==> src/hw/rtl/gvi_pkg.sv <==
package gvi_pkg;

   // request kinds
   localparam logic REQ_WRITE = 1'b0;
   localparam logic REQ_QUERY = 1'b1;

   // register indexes
   localparam logic [2:0] CSR_SIZE_X    = 3'd0;
   localparam logic [2:0] CSR_SIZE_Y    = 3'd1;
   localparam logic [2:0] CSR_SIZE_Z    = 3'd2;
   localparam logic [2:0] CSR_USE_SCALE = 3'd3;
   localparam logic [2:0] CSR_SCALE_X   = 3'd4;
   localparam logic [2:0] CSR_SCALE_Y   = 3'd5;
   localparam logic [2:0] CSR_SCALE_Z   = 3'd6;

   localparam int POS_BITS   = 15;
   localparam int INDEX_BITS = 15;
   localparam int VALUE_BITS = 16;
   localparam int SIZE_BITS  = 6;
   localparam int SCALE_BITS = 12;
   localparam int COUNT_BITS = 5;
   localparam int WEIGHT_BITS = 17;
   localparam int CSR_DATA_BITS = 12;

   // commands from the controller to the datapath
   typedef struct packed {
      logic load;      // capture query and compute center
      logic first;     // neighbor counter and accumulator reset
      logic visit;     // issue one neighbor read
      logic accum;     // accumulate neighbor in flight; unused, accumulation follows the visit pipeline
      logic div_start; // start the divider
   } gvi_cmd_type;

   typedef struct packed {
      logic last_visit; // final neighbor issued
      logic div_done;
   } gvi_status_type;

   // weight entry k, about 65536*exp(-16k/depth), exact integer recipe
   function automatic logic [WEIGHT_BITS-1:0] weight_entry(input int k, input int depth);
      logic [63:0] a, s, term;
      a = (64'(k) << 26) / 64'(depth);
      s = 64'd1 << 30;
      term = 64'd1 << 30;
      for (int n = 1; n <= 6; n++) begin
         term = ((term * a) >> 30) / 64'(n);
         if (n % 2 == 1) s = s - term;
         else s = s + term;
      end
      for (int j = 0; j < 8; j++) s = (s * s + (64'd1 << 29)) >> 30;
      return WEIGHT_BITS'((s + 64'd8192) >> 14);
   endfunction

endpackage

==> src/hw/rtl/gvi_ctrl.sv <==
// Sequencer: accept, 27 visits, pipeline drain, divide, present result
module gvi_ctrl (
   input  logic                    clock,
   input  logic                    reset,
   input  logic                    req_valid,
   input  logic                    req_is_query,
   output logic                    req_ready,
   output logic                    rsp_valid,
   input  logic                    rsp_ready,
   output gvi_pkg::gvi_cmd_type    cmd,
   input  gvi_pkg::gvi_status_type status
);
   import gvi_pkg::*;

   typedef enum logic [2:0] {
      S_IDLE, S_VISIT, S_DRAIN, S_DIV, S_WAIT, S_OUT
   } state_type;

   localparam int DRAIN = 7;

   state_type state_ff, state_in;
   logic [2:0] drain_ff, drain_in;
   logic rsp_valid_ff, rsp_valid_in;

   always_comb begin
      state_in = state_ff;
      drain_in = drain_ff;
      rsp_valid_in = rsp_valid_ff;
      cmd = '0;
      case (state_ff)
         S_IDLE: begin
            if (req_valid && req_is_query) begin
               cmd.load = 1'b1;
               cmd.first = 1'b1;
               state_in = S_VISIT;
            end
         end
         S_VISIT: begin
            cmd.visit = 1'b1;
            if (status.last_visit) begin
               drain_in = 3'(DRAIN);
               state_in = S_DRAIN;
            end
         end
         S_DRAIN: begin
            drain_in = drain_ff - 3'd1;
            if (drain_ff == 3'd1) state_in = S_DIV;
         end
         S_DIV: begin
            cmd.div_start = 1'b1;
            state_in = S_WAIT;
         end
         S_WAIT: begin
            if (status.div_done) begin
               rsp_valid_in = 1'b1;
               state_in = S_OUT;
            end
         end
         S_OUT: begin
            if (rsp_ready) begin
               rsp_valid_in = 1'b0;
               state_in = S_IDLE;
            end
         end
         default: state_in = S_IDLE;
      endcase
   end

   always_ff @(posedge clock) begin
      if (reset) begin
         state_ff <= S_IDLE;
         drain_ff <= '0;
         rsp_valid_ff <= 1'b0;
      end else begin
         state_ff <= state_in;
         drain_ff <= drain_in;
         rsp_valid_ff <= rsp_valid_in;
      end
   end

   assign req_ready = (state_ff == S_IDLE);
   assign rsp_valid = rsp_valid_ff;
endmodule

==> config.mk <==
export PLATFORM = sky130hd
export DESIGN_NAME = gvi_ctrl
export DESIGN_NICKNAME = d
export VERILOG_FILES = /design/src/hw/rtl/gvi_pkg.sv /design/src/hw/rtl/gvi_ctrl.sv
export SDC_FILE = /design/constraint.sdc
export NUM_CORES = 1
export LEC_CHECK = 0
export ABC_AREA = 1
export BUFFER_PORTS_ARGS = -buffer_cell sky130_fd_sc_hd__clkbuf_2
export CAP_MARGIN = 20
export CORE_AREA = 8 8 45 47
export DETAILED_ROUTE_END_ITERATION = 6
export DIE_AREA = 0 0 53 55
export PLACE_DENSITY = 0.73
export RECOVER_POWER = 50
export SLEW_MARGIN = 15
export SYNTH_ARGS = -nofsm -noshare
export SYNTH_HDL_FRONTEND = slang
export SYNTH_SLANG_ARGS = --single-unit
==> constraint.sdc <==
create_clock -name clock -period 3 [get_ports clock]
set_input_delay 0 -clock clock [delete_from_list [all_inputs] [get_ports clock]]
set_output_delay 0 -clock clock [all_outputs]
set_load 0.01 [all_outputs]
# Word-level counts from Yosys, hierarchy flattened
# Cells that the tools add are included.
# op_classes
addsub	1
n_eq_ne	11
mux	15
n_reduce_logical	7
# op_table
operator	count
two-way mux 3 bit	6
case mux 3 bit (6 select lines)	1
inequality test 2 bit, second input constant	4
equality test 3 x 1 -> 1 bit, second input constant	2
equality test 3 x 2 -> 1 bit, second input constant	2
equality test 3 bit, second input constant	2
case mux 3 bit (2 select lines)	1
AND reduction 5 bit	1
two-way mux 1 bit	4
two-way mux 2 bit	2
nonzero test 2 bit	2
logical NOT 3 bit	1
AND reduction 3 bit	1
subtractor 3 x 1 -> 3 bit, second input constant	1
inequality test 2 x 1 -> 1 bit, second input constant	1
case mux 1 bit (2 select lines)	1
AND reduction 2 bit	1
logical AND 1 bit	1
# totals
regBits	7
inputBits	7
wordCells	37

# Depth between registers and ports, before layout
# Gate-level depths: netlist (run 1).
# depth
ltp_word	3
ltp_mapped	9
ltp_nobuf	9

# Worst setup path after synthesis (run 1)
# OpenSTA, ideal clock, no wires.
# synth_path
path_kind	register to register
from	register state_ff[0]
to	register state_ff[2]
arrival_ps	974
required_ps	2936
slack_ps	1962
path_stages_with_launch	8
synth_period_minus_slack_ps	1038
path_cell_list	dfxtp_1 > buf_6 > nand2_1 > nor2_1 > nor2_1 > nand3_2 > nand2_1 > nor2_1
# synth_via
elab_chain_len	3
elab_cells_between_ends	13
cone_classes	eq/ne (10); mux (1); reduce/logical (2)
# synth_rtl
element	line_no	source
from (decl)	gvi_ctrl.sv:21	state_type state_ff, state_in;
from (signal assigned)	gvi_ctrl.sv:75	state_ff <= state_in;
equality test 3 x 2 -> 1 bit, or another cell as far along	gvi_ctrl.sv:30	case (state_ff)
inequality test 2 bit (no line) or inequality test 2 x 1 -> 1 bit (tied branches)	-	
AND reduction 5 bit (no line)	-	
# Several ways; a longest one is shown, not always the timed one.
# A chain may end at the register's enable or synchronous reset.

# Worst setup path after layout (run 1)
# layout_path
from	register state_ff[2]
to	register state_ff[2]
# Same word-level chain as after synthesis.

==> results.toml, run 1 <==
[power]
power.leakage_nw = 0.337
total_power_uw = 628
cellInternalPower_uw = 321
pwr_density_cell_nw_per_um2 = 1010
power_switching_uw = 306
share_comb_of_total_power_pct = 53.7
power.clock.fraction_pct = 14.0
p_sw_share_pct = 48.8
power.ir.vdd_worst_mv = 0.410
share_seq_of_total_power_pct = 32.3

[floorplan]
horiz_die_dim_um = 53
chipHeight_um = 55
die_area_sq_um = 2920
row_count = 14
top_level_ports = 14
core_area_sq_um = 1380
start_util_pct = 40.7

[logic_synthesis]
sequential_fraction_of_the_synthesis_area_pct = 24.9
synth_commonest_cells = "sky130_fd_sc_hd__inv_1 (11), sky130_fd_sc_hd__nand2_1 (11), sky130_fd_sc_hd__dfxtp_1 (7), sky130_fd_sc_hd__a21oi_1 (6), sky130_fd_sc_hd__nor2_1 (6)"
synth_largest_area_cell = "sky130_fd_sc_hd__dfxtp_1"
synth_enable_flop_cells = 0
synth_ff_type = "sky130_fd_sc_hd__dfxtp_1"
asyncSetResetFlopFracSynth_pct = 0
syn_nets = 84
syn_avg_cell_area_sq_um = 7.51
netlist_area_sq_um = 563
synth.ff_latch_count = 7
postSynthCellCount = 75
netlist-cell-type-count = 26
synth_top_cells_by_area = "sky130_fd_sc_hd__dfxtp_1 (25%), sky130_fd_sc_hd__inv_1 (7.3%), sky130_fd_sc_hd__nand2_1 (7.3%)"
area_share_of_the_largest_cell_type_after_synthesis_pct = 24.9
synth_warnings = 0

[global_route]
groute.usage.overall_pct = 8.31
grt_start_max_net_pins = 9
grt_pass1_vias = 448
grt.overflow.total = 0
first_pass_grt_wire_length_um = 1810
initial_antenna_violation_count = 0

[placement]
globalplace.congestion = 0.765
preCtsSetupSlack_ps = 1610
dpl.hpwl_um = 879
buffer_ports.inserted = 12
dpl_cell_area_sq_um = 594

[detailed_routing]
detail_route.vias_per_cell = 4.49
router_iterations_before_antenna_repair = 4
finalWirelength_um = 1080
highest_layer = "met4"
route.antenna.remaining_nets = 0
met3_length_um = 106
routedLengthMet1_um = 463
wire_per_inst_um = 10.4
detail_route.iter0.violations = 11
vias = 467
wl_met2_um = 484
drc_errors = 0

[worst_setup_path]
setup.worst_path.start_class = "register"
cp.arrival_ps = 1840
worst_path_dominant_cell_family = "flip-flops"
critical_path.most_common_cell = "sky130_fd_sc_hd__nor2_1"
cp.buffers_inverters = 1
critPathRequiredTime_ps = 3150
path_max_fanout = 8
category_of_the_worst_setup_path_capture_point = "register"
max_stage_delay_ps = 620
timing.setup.critical_path_class = "register to register"
worstPathCellList = "clkinvlp_2, nand3_1, nor2_1, nor2_2, nand3_2, nand2_1, nor2_1"
crit_slowest_cell = "sky130_fd_sc_hd__dfxtp_1"

[timing]
timing_max_transition_violations_final = 0
min_period_over_period_pct = 56.4
rsz0062_at_grt = "no"
finClkSkew_ps = 0.110
worst_hold_slack_ps = 140
post-route-min-period_ps = 1690
final-setup-viol-count = 0
final_layout_setup_total_negative_slack_ps = 0
hold_viol_final = 0
finalWorstSetupSlack_ps = 1310
max_clock_freq_mhz = 591

[clock_tree]
tritoncts_clock_tree = "done"
clock_tree.root_cell = "sky130_fd_sc_hd__clkbuf_4"
clkLatencyLatePin_ps = 250
cts-root-to-sink-buffers = 2
cts_num_sinks = 7
cts-buffers-inserted = 3
cts_max_level = 1
path_clk_slew_ps = 50
post_cts_resized = 0

[hold_path]
timing.hold.worst.class = "primary input to register"

[cells_and_area]
diodes = 0
finalNetCount = 98
drive_gt1_share_pct = 33.0
post-route-cell-area_sq_um = 622
area.growth.synth_to_final_pct = 10.4

[status]
status = "finished clean"

[run]
maxCapViolCount = 0
==> power groups by stage <==
stage                     clock [mW]  combinational [mW]  sequential [mW]
after CTS                     0.0905               0.360            0.211
after global routing          0.0972               0.383            0.208
after floorplan                    0               0.376            0.149
after detailed placement           0               0.357            0.213
after global placement             0               0.347            0.211
final                         0.0882               0.337            0.203
==> per-stage QoR <==
step,cells,util (%)
after detailed placement,98,42.9
after global placement,98,42.9
after CTS,104,46.3
after floorplan,75,-
final,104,44.9
after global routing,104,44.9
==> layout make-up <==
| class | count | area, sq um |
|---|---|---|
| Clock buffer | 4 | 26.3 |
| Multi-Input combinational cell | 48 | 300 |
| Sequential cell | 7 | 140 |
| Fill cell | 151 | 762 |
| Tap cell | 16 | 20.0 |
| Timing Repair Buffer | 14 | 77.6 |
| Inverter | 15 | 57.6 |
==> cell usage in the layout (no fill, tap or decap), drive strengths merged <==
| cell type | netlist | final |
|---|---|---|
| nand4 | 1 | 1 |
| clkinvlp | 0 | 1 |
| dfxtp | 7 | 7 |
| nand3 | 5 | 5 |
| o21ai | 3 | 3 |
| clkbuf | 0 | 16 |
| inv | 15 | 14 |
| nand2 | 15 | 15 |
| a21oi | 7 | 7 |
| a31o | 1 | 1 |
| nor2 | 10 | 10 |
| xor2 | 1 | 1 |
| ha | 2 | 2 |
| dlygate4sd3 | 0 | 2 |
| o211ai | 1 | 1 |
| conb | 1 | 1 |
| nor3 | 1 | 1 |
==> repair_timing <==
action / CTS / global route
setup endpoints to repair: 0 / 0
hold buffers: 2 / 0
hold endpoints to repair: 3 / 0
buffers inserted: 0 / 0
==> kinds of logic (layout without fill, tap and decap cells) <==
| kind of cell | after synthesis | after routing | synth area share, % |
|---|---|---|---|
| XOR/XNOR | 1 | 1 | 1.56 |
| AO/OA/AOI/OAI | 12 | 12 | 13.1 |
| adder cells (fa/ha/maj) | 2 | 2 | 4.44 |
| flip-flops | 7 | 7 | 24.9 |
| AND/OR/NAND/NOR | 32 | 32 | 36.2 |
| other | 1 | 1 | 0.666 |
| buffers and inverters | 20 | 33 | 19.1 |
==> flip-flops by register name (all words and copies together), names as in the netlist <==
name       count
drain_ff       3
state_ff       3
rsp_valid      1
==> path summary, 6_finish.rpt <==
path          startpoint  slack, ps           to  cells past startpoint
max          state_ff[2]       1310  state_ff[2]                      7
max reg2reg  state_ff[2]       1310  state_ff[2]                      7
min reg2reg  drain_ff[1]        490  drain_ff[1]                      2
min            status[0]        140  state_ff[0]                      5
==> tightest hold or removal path: stages <==
cell and delay (ps):
sky130_fd_sc_hd__clkbuf_2 90, sky130_fd_sc_hd__inv_1 70, sky130_fd_sc_hd__a21oi_1 60, sky130_fd_sc_hd__o211ai_1 90, sky130_fd_sc_hd__inv_1 40
==> routing by layer <==
layer / up-vias / global-route usage, %
li1: 254 / -
met1: 194 / 8.81
met2: 13 / 13.1
met3: 6 / 3.21
met4: 0 / 6.47
met5: - / 0
(Power assumes the default switching activity.)
==> run 2, diff against run 1 <==
ABC_AREA = 0   (was 1)
PLACE_DENSITY = 0.67   (was 0.73)
clock period = 1.4 ns   (was 3 ns; I/O delays follow)
==> run 2 against run 1 <==
  * Critical path type unchanged
  * Critical endpoint is now drain_ff[2]
  * Hold slack lost 120 ps
  * Largest cell class unchanged
  * Combinational power shrank 56%
  * Critical path depth shrank 2
  * Design area shrank 12%
  * Final cell count shrank 19%
  * Fmax grew 37%
  * First-iteration DRC count shrank 100%
  * Largest power group is now sequential cells
  * Global-route usage shrank 0.43 points
==> results.toml, run 2 <==
[status]
status = "finished clean"

[power]
power.clock.fraction_pct = 32.4
share_seq_of_total_power_pct = 42.7
power.ir.vdd_worst_mv = 0.349
power.leakage_nw = 0.253
power_switching_uw = 184
share_comb_of_total_power_pct = 24.9
p_sw_share_pct = 31.2
cellInternalPower_uw = 407
pwr_density_cell_nw_per_um2 = 1080

[detailed_routing]
finalWirelength_um = 983
route.antenna.remaining_nets = 0
router_iterations_before_antenna_repair = 1
drc_errors = 0
detail_route.vias_per_cell = 4.94
wire_per_inst_um = 11.7
vias = 415
detail_route.iter0.violations = 0

[worst_setup_path]
worstPathCellList = "inv_1, ha_1, a21oi_1, a31oi_1, o221a_2"
category_of_the_worst_setup_path_capture_point = "register"
path_max_fanout = 4
max_stage_delay_ps = 370
worst_r2r_startpoint = "drain_ff[0]"
setup.worst_path.start_class = "register"
cp.arrival_ps = 1380
setup_slack_reg_to_reg_ps = 160
crit_slowest_cell = "sky130_fd_sc_hd__dfxtp_1"
cp.buffers_inverters = 1
critical_path.reg2reg.endpoint = "drain_ff[2]"
cp_num_cells = 5
worst_path_dominant_cell_family = "compound AO/OA/AOI/OAI gates"
timing.setup.critical_path_class = "register to register"
critPathRequiredTime_ps = 1540
reg2reg_depth = 5

[logic_synthesis]
asyncSetResetFlopFracSynth_pct = 0
netlist-cell-type-count = 29
area_share_of_the_largest_cell_type_after_synthesis_pct = 30.1
synth.ff_latch_count = 7
netlist_area_sq_um = 465
syn_avg_cell_area_sq_um = 8.31
synth_ff_type = "sky130_fd_sc_hd__dfxtp_1"
synth_enable_flop_cells = 0
synth_commonest_cells = "sky130_fd_sc_hd__dfxtp_1 (7), sky130_fd_sc_hd__inv_1 (4), sky130_fd_sc_hd__nand2_1 (4)"
synth_warnings = 0
syn_nets = 65
synth_top_cells_by_area = "sky130_fd_sc_hd__dfxtp_1 (30%), sky130_fd_sc_hd__ha_1 (5.4%), sky130_fd_sc_hd__a31oi_1 (4.0%)"
postSynthCellCount = 56
sequential_fraction_of_the_synthesis_area_pct = 30.1
yosysMostFrequentCell = "sky130_fd_sc_hd__dfxtp_1"
synth_largest_area_cell = "sky130_fd_sc_hd__dfxtp_1"

[placement]
buffer_ports.inserted = 12
dpl.hpwl_um = 740
preCtsSetupSlack_ps = 178
globalplace.congestion = 0.824

[timing]
min_period_over_period_pct = 88.3
finalWorstSetupSlack_ps = 164
finClkSkew_ps = 0.526
timing_max_transition_violations_final = 0
post-route-min-period_ps = 1240
final_layout_setup_total_negative_slack_ps = 0
hold_viol_final = 0
rsz0062_at_grt = "no"
max_clock_freq_mhz = 809
final-setup-viol-count = 0

[clock_tree]
cts_max_level = 1
cts-root-to-sink-buffers = 2
path_clk_slew_ps = 60
clkLatencyLatePin_ps = 250
cts_setup_buffers = 0
clock_tree.root_cell = "sky130_fd_sc_hd__clkbuf_4"
cts_hold_buf = 0
cts_num_sinks = 7
tritoncts_clock_tree = "done"
cts-buffers-inserted = 3

[global_route]
groute.layer.met1.usage_pct = 7.93
groute.usage.overall_pct = 7.88
met2_usage_pct = 12.9
grt.overflow.total = 0
grt_start_max_net_pins = 15
grt_most_used_layer = "met2"
globalRouteMet3Util_pct = 2.94
grt_pass1_vias = 426
initial_antenna_violation_count = 0
first_pass_grt_wire_length_um = 1680

[cells_and_area]
finalNetCount = 78
drive_gt1_share_pct = 30.9
area.growth.synth_to_final_pct = 18.0
layout.cells.most_common = "sky130_fd_sc_hd__clkbuf_2"
diodes = 0
most-common-layout-cells = "sky130_fd_sc_hd__clkbuf_2 (11), sky130_fd_sc_hd__dfxtp_1 (5), sky130_fd_sc_hd__inv_1 (4), sky130_fd_sc_hd__nand2_1 (4)"

[hold_path]
endpoint_worst_hold = "rsp_valid"
hold_path_depth = 2
timing.hold.worst.class = "primary input to register"
timing.hold.worst.start = "reset"

[floorplan]
chipHeight_um = 55
die_area_sq_um = 2920
row_count = 14
core_area_sq_um = 1380
horiz_die_dim_um = 53
top_level_ports = 14
start_util_pct = 33.6

[run]
maxCapViolCount = 0
-- run 2: cell count changes in the layout (fill, tap and decap cells not counted), sizes merged, moves of 3 or more --
cell,before,now
a21oi,7,3
a31oi,0,3
inv,14,4
nand2,15,4
nand2b,0,3
nand3,5,0
nor2,10,2
nor2b,0,3
nor3b,0,3
-- run 2: kinds of logic (layout without fill, tap and decap cells) --
family / count (synthesis) / in the layout / share of synthesized area (%)
AND/OR/NAND/NOR: 21 / 21 / 27.7
AO/OA/AOI/OAI: 16 / 16 / 25.0
buffers and inverters: 9 / 21 / 11.0
flip-flops: 7 / 7 / 30.1
adder cells (fa/ha/maj): 2 / 2 / 5.38
other: 1 / 1 / 0.806
-- run 2: layout make-up --
type	count	area, sq um
Timing Repair Buffer	13	66.3
Sequential cell	7	143
Fill cell	156	835
Multi-Input combinational cell	40	279
Tap cell	16	20.0
Inverter	4	15.0
Clock buffer	4	26.3
-- run 2: layer usage --
layer,wire [um],vias up
li1,-,218
met1,432,184
met2,432,11
met3,112,2
met4,6,0
met5,0,-
-- run 2: power by group through the flow --
stage                     logic [mW]  clock network [mW]  registers, mW
after floorplan                0.121                   0          0.241
after global placement         0.145                   0          0.254
after detailed placement       0.146                   0          0.255
after CTS                      0.147               0.199          0.251
after global routing           0.168               0.209          0.258
final                          0.147               0.192          0.252
-- run 2: through the flow --
step | instance area [sq um] | hold slack [ps] | total power [mW] | util [%] | cells
6_report | 549 | 15.5 | 0.592 | 39.7 | 84
2_1_floorplan | 465 | 69.1 | 0.361 | - | 56
3_5_place_dp | 517 | 284 | 0.401 | 37.3 | 80
3_3_place_gp | 517 | 288 | 0.399 | 37.3 | 80
4_1_cts | 543 | 10.7 | 0.597 | 39.2 | 84
5_1_grt | 549 | 26.4 | 0.635 | 39.7 | 84
-- run 2: worst max-delay path by stage --
| stage | start | end | slack, ps |
|---|---|---|---|
| floorplan | state_ff[2] | cmd[4] | 150 |
| global placement | drain_ff[0] | drain_ff[2] | 190 |
| detailed placement | state_ff[2] | state_ff[0] | 180 |
| CTS | state_ff[1] | cmd[3] | 60 |
| global route | drain_ff[0] | drain_ff[2] | 60 |
| finish | drain_ff[0] | drain_ff[2] | 160 |
-- run 2: what timing repair did --
action | in CTS | in global routing
hold endpoints to repair | 0 | 0
resized for setup | 0 | 3
endpoints found under the setup margin | 0 | 3
==> run 3, diff against run 2 <==
CELL_PAD_IN_SITES_DETAIL_PLACEMENT = 1   (was unset)
CELL_PAD_IN_SITES_GLOBAL_PLACEMENT = 1   (was unset)
CORE_AREA = unset   (was 8 8 45 47)
CORE_MARGIN = 8   (was unset)
CORE_UTILIZATION = 30   (was unset)
DIE_AREA = unset   (was 0 0 53 55)
PLACE_DENSITY = 0.76   (was 0.67)
==> run 3 against run 2 <==
  * Setup slack worse by 54 ps
  * Sequential share of layout area up 0.30 points
  * First-iteration DRC count unchanged
  * Clock skew increased by 3.8 ps
  * Power shrank 1.5%
  * Global-route usage is 0.37 points lower
  * Count of clock-buffer cells in the layout unchanged
  * Combinational power about the same
  * Register-to-register slack worse by 20 ps
  * Sequential cell count unchanged
  * Die area up 5.3%
  * Critical endpoint is now cmd[0]
  * Largest cell class unchanged
==> results.toml, run 3 (same netlist as run 2, synthesis figures left out) <==
[hold_path]
timing.hold.worst.class = "primary input to register"

[floorplan]
die_area_sq_um = 3070
top_level_ports = 14
horiz_die_dim_um = 55.4
start_util_pct = 31.3
row_count = 14
core_area_sq_um = 1490
chipHeight_um = 55.4

[cells_and_area]
most-common-layout-cells = "sky130_fd_sc_hd__clkbuf_2 (10), sky130_fd_sc_hd__dfxtp_1 (5), sky130_fd_sc_hd__inv_1 (4), sky130_fd_sc_hd__nand2_1 (4)"
finalNetCount = 78
post-route-cell-area_sq_um = 543
drive_gt1_share_pct = 27.9
layout.cells.most_common = "sky130_fd_sc_hd__clkbuf_2"
area.growth.synth_to_final_pct = 16.7
diodes = 0

[power]
p_sw_share_pct = 30.7
power.leakage_nw = 0.249
cellInternalPower_uw = 404
power.clock.fraction_pct = 31.5
share_seq_of_total_power_pct = 43.6
pwr_density_cell_nw_per_um2 = 1070
power_switching_uw = 179
total_power_uw = 583
share_comb_of_total_power_pct = 24.9
power.ir.vdd_worst_mv = 0.546

[worst_setup_path]
cp.arrival_ps = 1290
max_stage_delay_ps = 450
category_of_the_worst_setup_path_capture_point = "output pin"
setup.worst_path.start_class = "register"
path_max_fanout = 14
timing.setup.critical_path_class = "register to output pin"
worstPathCellList = "nor2b_1, and2_1, clkbuf_2"
critPathRequiredTime_ps = 1400
crit_slowest_cell = "sky130_fd_sc_hd__dfxtp_2"

[timing]
final-setup-viol-count = 0
post-route-min-period_ps = 1290
timing_max_transition_violations_final = 0
min_period_over_period_pct = 92.2
finalWorstSetupSlack_ps = 110
rsz0062_at_grt = "no"
max_clock_freq_mhz = 775
final_layout_setup_total_negative_slack_ps = 0
finClkSkew_ps = 4.28
hold_viol_final = 0

[placement]
dpl_cell_area_sq_um = 517
preCtsSetupSlack_ps = 113
globalplace.congestion = 0.822
buffer_ports.inserted = 12
dpl.hpwl_um = 862

[status]
status = "finished clean"

[clock_tree]
post_cts_resized = 1
tritoncts_clock_tree = "done"
cts_num_sinks = 7
path_clk_slew_ps = 50
cts_setup_buffers = 0
cts_max_level = 1
cts_hold_buf = 0
cts-root-to-sink-buffers = 2
clock_tree.root_cell = "sky130_fd_sc_hd__clkbuf_4"
clkLatencyLatePin_ps = 250
cts-buffers-inserted = 3

[global_route]
groute.usage.overall_pct = 7.50
globalRouteMet3Util_pct = 5.02
initial_antenna_violation_count = 0
met2_usage_pct = 11.4
grt_most_used_layer = "met2"
grt.overflow.total = 0
first_pass_grt_wire_length_um = 1950
grt_pass1_vias = 450
grt_start_max_net_pins = 15
groute.layer.met1.usage_pct = 8.31

[detailed_routing]
detail_route.iter0.violations = 0
drc_errors = 0
router_iterations_before_antenna_repair = 1
vias = 440
finalWirelength_um = 1110
detail_route.vias_per_cell = 5.24
wire_per_inst_um = 13.2
route.antenna.remaining_nets = 0

[run]
maxCapViolCount = 0
## run 3: worst max-delay path, delay by kind of cell, from the launching register on
| family | cells | cell delay, ps |
|---|---|---|
| flops | 1 | 450 |
| simple gates | 2 | 450 |
| buf+inv | 1 | 140 |
## run 3: layout make-up
| class | count | area (sq um) |
|---|---|---|
| clock buffer | 4 | 26.3 |
| fill | 191 | 946 |
| inverter | 4 | 15.0 |
| multi-input combinational | 40 | 274 |
| sequential | 7 | 143 |
| tap | 16 | 20.0 |
| timing repair buffer | 13 | 65.1 |
## run 3: metrics by stage
step           hold slack, ps  util (%)  std cells
2_1_floorplan            69.1         -         56
3_3_place_gp              277      34.7         80
3_5_place_dp              275      34.7         80
4_1_cts                  4.04      36.6         84
5_1_grt                  17.3      36.5         84
6_report                 6.54      36.5         84
## run 3: worst paths after layout
kind	from	endpoint	slack (ps)	cells after the start
worst min-delay path	reset	rsp_valid	7	2
worst max register to register	drain_ff[0]	drain_ff[2]	140	5
worst min register to register	rsp_valid	rsp_valid	480	2
worst max-delay path	state_ff[1]	cmd[0]	110	3
## run 3: metal layers
metal / wire (um) / vias up / part of all wire [%]
met1: 514 / 201 / 46
met5: 0 / - / 0
met3: 113 / 4 / 10
met2: 464 / 16 / 42
li1: - / 219 / -
met4: 18 / 0 / 1.6
## run 3: power by group through the flow
stage	clock network (mW)	logic [mW]	registers, mW
after floorplan	0	0.121	0.241
after global placement	0	0.144	0.257
after detailed placement	0	0.149	0.258
after CTS	0.191	0.150	0.254
after global routing	0.203	0.167	0.260
final	0.184	0.145	0.254
